[config.mk]
export PLATFORM = sky130hd
export DESIGN_NAME = lec_ctrl
export DESIGN_NICKNAME = d
export VERILOG_FILES = /design/src/hdl/lec_pkg.sv /design/src/hdl/lec_ctrl.sv
export SDC_FILE = /design/constraint.sdc
export NUM_CORES = 1
export LEC_CHECK = 0
export BUFFER_PORTS_ARGS = -buffer_cell sky130_fd_sc_hd__buf_2
export CAP_MARGIN = 0
export CORE_AREA = 2 2 39 41
export CTS_CLUSTER_DIAMETER = 30
export DETAILED_ROUTE_END_ITERATION = 7
export DIE_AREA = 0 0 41 43
export MAX_ROUTING_LAYER = met4
export PLACE_DENSITY_LB_ADDON = 0.05
export SYNTH_ARGS = -nofsm -noshare
export SYNTH_HDL_FRONTEND = slang
export SYNTH_SLANG_ARGS = --single-unit
[constraint.sdc]
create_clock -name clk -period 2 [get_ports clk]
set_input_delay 0.3 -clock clk [delete_from_list [all_inputs] [get_ports clk]]
set_output_delay 0.3 -clock clk [all_outputs]
set_load 0.005 [all_outputs]
[src/hdl/lec_pkg.sv]
// Shared constants, defaults and controller/datapath interface structs
// for the largest Euclidean cluster core. No dependencies.
package lec_pkg;

  localparam int MAX_POINTS_DEF = 64;
  localparam int COORD_BITS_DEF = 24;

  localparam int TOL_W  = 16;
  localparam int SIZE_W = 7;
  localparam int SLOT_W = 6;
  localparam int SQ_W   = 2 * TOL_W;

  localparam int CFG_IDX_W = 1;
  localparam logic [CFG_IDX_W-1:0] REG_JOIN_TOL = 1'b0;
  localparam logic [CFG_IDX_W-1:0] REG_LEAST    = 1'b1;

  localparam logic [TOL_W-1:0]  JOIN_TOL_RST = 16'd205;
  localparam logic [SIZE_W-1:0] LEAST_RST    = 7'd5;

  // Commands from the controller to the datapath.
  typedef struct packed {
    logic ld;         // accept a point beat
    logic init;       // start of clustering
    logic i_inc;
    logic seed;       // open a new cluster at seed index i
    logic q_rd;       // read queue head
    logic pop;        // take dequeued index as current point
    logic cur_ld;     // latch current point coordinates
    logic j_inc;
    logic b_ld;       // latch candidate coordinates
    logic push;       // mark j visited and enqueue it
    logic end_c;      // close current cluster
    logic o_start;
    logic o_rd;
    logic o_inc;
    logic emit;       // drive a result for point o
    logic emit_none;  // drive the single no-cluster result
    logic clear;      // end of run
  } cmd_t;

  // Status from the datapath to the controller.
  typedef struct packed {
    logic i_end;
    logic vis_i;
    logic q_empty;
    logic j_end;
    logic vis_j;
    logic joined;
    logic best_o;
    logic last;
    logic best_zero;
  } stat_t;

endpackage

[src/hdl/lec_ctrl.sv]
// Controller state machine for the cluster core: sequences loading,
// flood fill, best-cluster selection and output. Depends on lec_pkg.
module lec_ctrl (
  input  logic           clk,
  input  logic           rst,
  input  logic           start,
  input  logic           final_point,
  input  lec_pkg::stat_t stat,
  output lec_pkg::cmd_t  cmd,
  output logic           busy
);

  localparam logic [3:0] S_LOAD  = 4'd0;
  localparam logic [3:0] S_INIT  = 4'd1;
  localparam logic [3:0] S_SEED  = 4'd2;
  localparam logic [3:0] S_POP   = 4'd3;
  localparam logic [3:0] S_POPW  = 4'd4;
  localparam logic [3:0] S_CUR   = 4'd5;
  localparam logic [3:0] S_JCHK  = 4'd6;
  localparam logic [3:0] S_JW    = 4'd7;
  localparam logic [3:0] S_P1    = 4'd8;
  localparam logic [3:0] S_P2    = 4'd9;
  localparam logic [3:0] S_P3    = 4'd10;
  localparam logic [3:0] S_P4    = 4'd11;
  localparam logic [3:0] S_ENDC  = 4'd12;
  localparam logic [3:0] S_OSCAN = 4'd13;
  localparam logic [3:0] S_OUT   = 4'd14;

  logic [3:0] state, state_next;

  assign busy = (state != S_LOAD);

  always_comb begin
    cmd        = '0;
    state_next = state;
    case (state)
      S_LOAD: begin
        if (start) begin
          cmd.ld = 1'b1;
          if (final_point) begin
            state_next = S_INIT;
          end
        end
      end
      S_INIT: begin
        cmd.init   = 1'b1;
        state_next = S_SEED;
      end
      S_SEED: begin
        if (stat.i_end) begin
          if (stat.best_zero) begin
            cmd.emit_none = 1'b1;
            cmd.clear     = 1'b1;
            state_next    = S_LOAD;
          end else begin
            cmd.o_start = 1'b1;
            state_next  = S_OSCAN;
          end
        end else if (stat.vis_i) begin
          cmd.i_inc = 1'b1;
        end else begin
          cmd.seed   = 1'b1;
          state_next = S_POP;
        end
      end
      S_POP: begin
        if (stat.q_empty) begin
          state_next = S_ENDC;
        end else begin
          cmd.q_rd   = 1'b1;
          state_next = S_POPW;
        end
      end
      S_POPW: begin
        cmd.pop    = 1'b1;
        state_next = S_CUR;
      end
      S_CUR: begin
        cmd.cur_ld = 1'b1;
        state_next = S_JCHK;
      end
      S_JCHK: begin
        if (stat.j_end) begin
          state_next = S_POP;
        end else if (stat.vis_j) begin
          cmd.j_inc = 1'b1;
        end else begin
          state_next = S_JW;
        end
      end
      S_JW: begin
        cmd.b_ld   = 1'b1;
        state_next = S_P1;
      end
      S_P1: state_next = S_P2;
      S_P2: state_next = S_P3;
      S_P3: state_next = S_P4;
      S_P4: begin
        cmd.push   = stat.joined;
        cmd.j_inc  = 1'b1;
        state_next = S_JCHK;
      end
      S_ENDC: begin
        cmd.end_c  = 1'b1;
        cmd.i_inc  = 1'b1;
        state_next = S_SEED;
      end
      S_OSCAN: begin
        if (stat.best_o) begin
          cmd.o_rd   = 1'b1;
          state_next = S_OUT;
        end else begin
          cmd.o_inc = 1'b1;
        end
      end
      S_OUT: begin
        cmd.emit  = 1'b1;
        cmd.o_inc = 1'b1;
        if (stat.last) begin
          cmd.clear  = 1'b1;
          state_next = S_LOAD;
        end else begin
          state_next = S_OSCAN;
        end
      end
      default: state_next = S_LOAD;
    endcase
  end

  always_ff @(posedge clk) begin
    if (rst) begin
      state <= S_LOAD;
    end else begin
      state <= state_next;
    end
  end

endmodule

-- Yosys cells after proc, flatten, opt, wreduce, memory -nomap -nowiden
Index checks and enable logic that the tools add are counted.
- equality and inequality tests: 19
- muxes and demuxes: 42
- reduce and logical (&&, ||, !) cells: 5
- operators by type and width (cell ; number):
    one-hot mux 4 bit (13 select lines) ; 1
    2-to-1 mux 4 bit ; 10
    == test 4 bit (second input constant) ; 7
    2-to-1 mux 1 bit ; 24
    == test 4 x 3 -> 1 bit (second input constant) ; 4
    == test 4 x 2 -> 1 bit (second input constant) ; 2
    one-hot mux 1 bit (2 select lines) ; 4
    2-to-1 mux 2 bit ; 3
    inequality test 2 bit (second input constant) ; 3
    inequality test 3 bit (second input constant) ; 2
    AND reduction 5 bit ; 1
    == test 4 x 1 -> 1 bit (second input constant) ; 1
    logical NOT 4 bit ; 1
    nonzero test 4 bit ; 1
    OR reduction 2 bit ; 2
- bits in registers: 4
- bits of input ports: 13
- word-level logic and storage cells: 67

-- Longest topological paths before layout
- depth in word-level cells: 3
- gate-level depth with buffers: 5
- mapped depth without buffers: 4

-- Least setup slack after synthesis
No wires, ideal clock.
- path type: register to register
- from: reg state[3]
- to: reg state[1]
- library setup time: 0.121 ns
- data arrival time: 1.540 ns
- required time: 1.879 ns
- slack: 0.339 ns
- stages on the path, launching flop included: 6
- clock period less this slack: 1.661 ns
- path through: dfxtp_1 buf_6 or4b_4 nor3b_2 or4_4 mux2_4
- longest elaborated chain between the ends: 3
- elaborated cells between the ends (all ways): 24
- ends and longest elaborated chain (item ; line ; RTL):
    from (decl) ; lec_ctrl.sv:29 ; logic [3:0] state, state_next;
    from (signal assigned) ; lec_ctrl.sv:134 ; state <= state_next;
    == test 4 bit, or another cell as far along ; lec_ctrl.sv:36 ; case (state)
    OR reduction 2 bit (no line), or another cell as far along ; - ;
    one-hot mux 4 bit (13 select lines) / AND reduction 5 bit (equally long branches) ; - ;
Parallel ways exist; a longest one is shown, timed or not.
A chain may end at the register's enable or synchronous reset.

==> reports/summary.log <==
INFO  clocking       post_cts.resized_instances=1
INFO  synthesis      synth.ff_latch_count=4
INFO  setup_path     timing.critical_path.slowest_stage_cell=sky130_fd_sc_hd__or4b_4
INFO  place          post_dp_cell_area=644µm²
INFO  global_routing first_global_vias=534
INFO  place          dp_hpwl=1.11mm
INFO  sta            max_slew_margin=72.4%
INFO  hold_path      hold_critical_path_depth=2
INFO  finish         reg_area=83.8µm²
INFO  hold_path      hold_path_class=in2reg
INFO  routing        via_count=609
INFO  global_routing use_met1=24.2%
INFO  clocking       clock_sinks=4
INFO  synthesis      synth_cell_type_count=30
INFO  die            ios=31
INFO  setup_path     worst-path-max-fanout=7
INFO  place          placement.io_buffers=30
INFO  synthesis      synth-warning-count=0
INFO  power          power.density=642nW/µm²
INFO  setup_path     cp_data_arrival_time=1.61ns
INFO  place          gp_congestion=0.817
INFO  routing        post_drt_via_cell_ratio=5.30
INFO  finish         multiInputGateArea=358µm²
INFO  finish         largestRegisters=state x4
INFO  clocking       cts_max_level=1
INFO  die            floorplan.die_area=1760µm²
INFO  sta            timing.final.max_slew_violations=0
INFO  global_routing grt.total_usage=18.9%
INFO  setup_path     setup.worst_path.end_class=output pin
INFO  sta            timing_hold_violations_final=0
INFO  synthesis      mappedNetlistArea=489µm²
INFO  global_routing grt.met2_usage=29.1%
INFO  sta            endpoints_failing_setup=0
INFO  synthesis      synth_sequential_area_ratio=16.4%
INFO  clocking       cts_buffers=3
INFO  die            floorplan.die.width=41µm
INFO  sta            worst_hold_slack=0.300ns
INFO  synthesis      syn_area_per_cell=7.19µm²
INFO  routing        detailedRoute.firstIterationViolations=6
INFO  finish         final_common_cell=sky130_fd_sc_hd__buf_2
INFO  die            die_y=43µm
INFO  clocking       post_cts_clock_slew_at_the_launch_and_capture_registers_of_the_worst_setup_and_hold_paths=0.04ns
INFO  place          dpl.cell_count=112
INFO  finish         mostFrequentLayoutCells=30 x sky130_fd_sc_hd__buf_2, 9 x sky130_fd_sc_hd__nor3_1, 7 x sky130_fd_sc_hd__nor2_1, 4 x sky130_fd_sc_hd__inv_1, 4 x sky130_fd_sc_hd__a21oi_1
INFO  clocking       clockRootBuffer=sky130_fd_sc_hd__clkbuf_4
INFO  clocking       cts_post_setup_buffers_inserted=0
INFO  setup_path     cp_num_buf_inv=1
INFO  routing        drtPass1Iterations=4
INFO  finish         flow.area_growth_from_synthesis=38.1%
INFO  setup_path     r2r_slack=0.30ns
INFO  sta            final_min_period_over_clock_period=95.5%
INFO  finish         finalCoreUtilization=48.8%
INFO  die            core_footprint=1380µm²
INFO  finish         antenna_cells_inserted=0
INFO  finish         final.fill_count=158
INFO  setup_path     critical_path_required=1.70ns
INFO  routing        routed_wl=1.41mm
INFO  sta            rsz_0062_raised_after_global_routing=false
INFO  sta            max_slew.worst_pin.slew=0.410ns
INFO  hold_path      worst_hold_path.endpoint=state[3]$_SDFFE_PP0P_
INFO  global_routing largest_net_degree_at_the_start_of_global_routing=14
INFO  outcome        run_status=complete, no violations
INFO  setup_path     reg2reg_to=state[1]$_SDFFE_PP0P_
INFO  power          max-vdd-ir-drop=0.000228V
INFO  global_routing initial_antenna_violation_count=0
INFO  finish         drive_above_1_share=50.5%
INFO  synthesis      synthesized_instance_count=68
INFO  finish         largest_register_ffs=4
INFO  setup_path     timing.rr.start=state[3]$_SDFFE_PP0P_
INFO  setup_path     crit_family=simple AND/OR/NAND/NOR gates
INFO  global_routing globalRouteOverflowTotal=0
INFO  power          power.leakage=0.356nW
INFO  setup_path     timing.setup.critical_path_class=reg2out
INFO  die            rows=14
INFO  global_routing grt-busiest-layer=met2
INFO  sta            setup_total_negative_slack=0ns
INFO  routing        antenna_left=0
INFO  routing        route.detailed.wl_per_inst=12.3µm
INFO  clocking       post_cts_hold_buffer_count=0
INFO  job            cap_violations=0
INFO  setup_path     r2r.worst_path.cells=4
INFO  clocking       clk_latency=0.24ns
INFO  finish         net_count_of_the_finished_layout=114
INFO  finish         layout.cells.non_filler=115
INFO  global_routing met3_usage=3.66%
INFO  sta            timing.fmax=0.524GHz
INFO  setup_path     worstSetupStartpointType=flop
INFO  clocking       cts_tree=done
INFO  synthesis      synthesized_nets=81
INFO  finish         layout.cell_area.non_filler=676µm²
INFO  sta            fin_crit=1.91ns
INFO  clocking       clk_path_buf_depth=2
INFO  die            initial_utilization=35.4%
INFO  hold_path      worst_hold_startpoint=rst
INFO  sta            timing.clock.skew=0.000954ns
INFO  global_routing grt_first_pass_wirelength=2.29mm
INFO  setup_path     critical-path-max-stage-delay=0.54ns
INFO  setup_path     critical_path.cell_chain=or4b_4, nor3b_2, or2_2, buf_2
INFO  routing        detail_route.drc_violations=0
INFO  finish         top_register=state
[per-stage QoR]
step	setup slack (ns)	total power, W
2_1_floorplan	0.339	0.000266
3_3_place_gp	0.195	0.000324
3_5_place_dp	0.158	0.000325
4_1_cts	0.0562	0.000432
5_1_grt	0.0241	0.000470
6_report	0.0907	0.000434
[cells by family (layout without fill, tap and decap cells)]
group                  after synthesis  in the layout  share of synthesized area [%]
and+or+nand+nor                     39             39                           49.9
AOI/OAI and AO/OA                   12             12                           14.8
muxes                                3              3                           7.42
DFF                                  4              4                           16.4
buffers and inverters               10             41                           11.5
[Yosys cell counts (all sizes together)]
| cell | instances | area (µm²) |
|---|---|---|
| or4 | 3 | 26.3 |
| a21oi | 4 | 20.0 |
| inv | 5 | 18.8 |
| or2 | 2 | 12.5 |
| nand2 | 3 | 11.3 |
| nor2 | 7 | 26.3 |
| nor4b | 1 | 8.76 |
| nor4 | 3 | 18.8 |
| and3 | 1 | 6.26 |
| or2b | 1 | 11.3 |
| o21ai | 2 | 10.0 |
| nor2b | 1 | 6.26 |
| mux2i | 1 | 10.0 |
| or4b | 1 | 13.8 |
| a21o | 3 | 23.8 |
| nor3 | 10 | 50.1 |
| nor3b | 2 | 25.0 |
| buf | 3 | 30.0 |
| or3b | 1 | 8.76 |
| dfxtp | 4 | 80.1 |
| clkbuf | 2 | 7.51 |
| nand2b | 3 | 18.8 |
| mux2 | 2 | 26.3 |
| a31oi | 3 | 18.8 |
[worst max-delay path by stage]
stage,startpoint,endpoint,slack (ns),cells after the start
floorplan,state[3]$_SDFFE_PP0P_,state[1]$_SDFFE_PP0P_,0.34,5
global placement,state[1]$_SDFFE_PP0P_,state[1]$_SDFFE_PP0P_,0.19,4
detailed placement,state[1]$_SDFFE_PP0P_,state[1]$_SDFFE_PP0P_,0.16,4
CTS,state[1]$_SDFFE_PP0P_,cmd[14],0.06,4
global route,state[2]$_SDFFE_PP0P_,cmd[9],0.02,4
finish,state[3]$_SDFFE_PP0P_,cmd[14],0.09,4
[where the power goes]
group	total [W]	switching, W	leakage [nW]	internal [W]
Clock	0.000107	0.0000391	0.0138	0.0000676
Sequential	0.000119	0.0000240	0.0334	0.0000949
Combinational	0.000208	0.0000993	0.309	0.000109
[area by class of cell]
type	count	share of cell area (%)
Clock buffer	3	3.33
Inverter	5	2.78
Multi-Input combinational cell	54	53.0
Sequential cell	4	12.4
Tap cell	16	2.96
Timing Repair Buffer	33	25.6
[routing by layer]
| metal | share of wire (%) | routed length [µm] |
|---|---|---|
| met5 | 0 | 0 |
| met2 | 49 | 685 |
| met3 | 5.5 | 77 |
| met1 | 43 | 606 |
| met4 | 2.8 | 40 |
(Power assumes the default switching activity.)
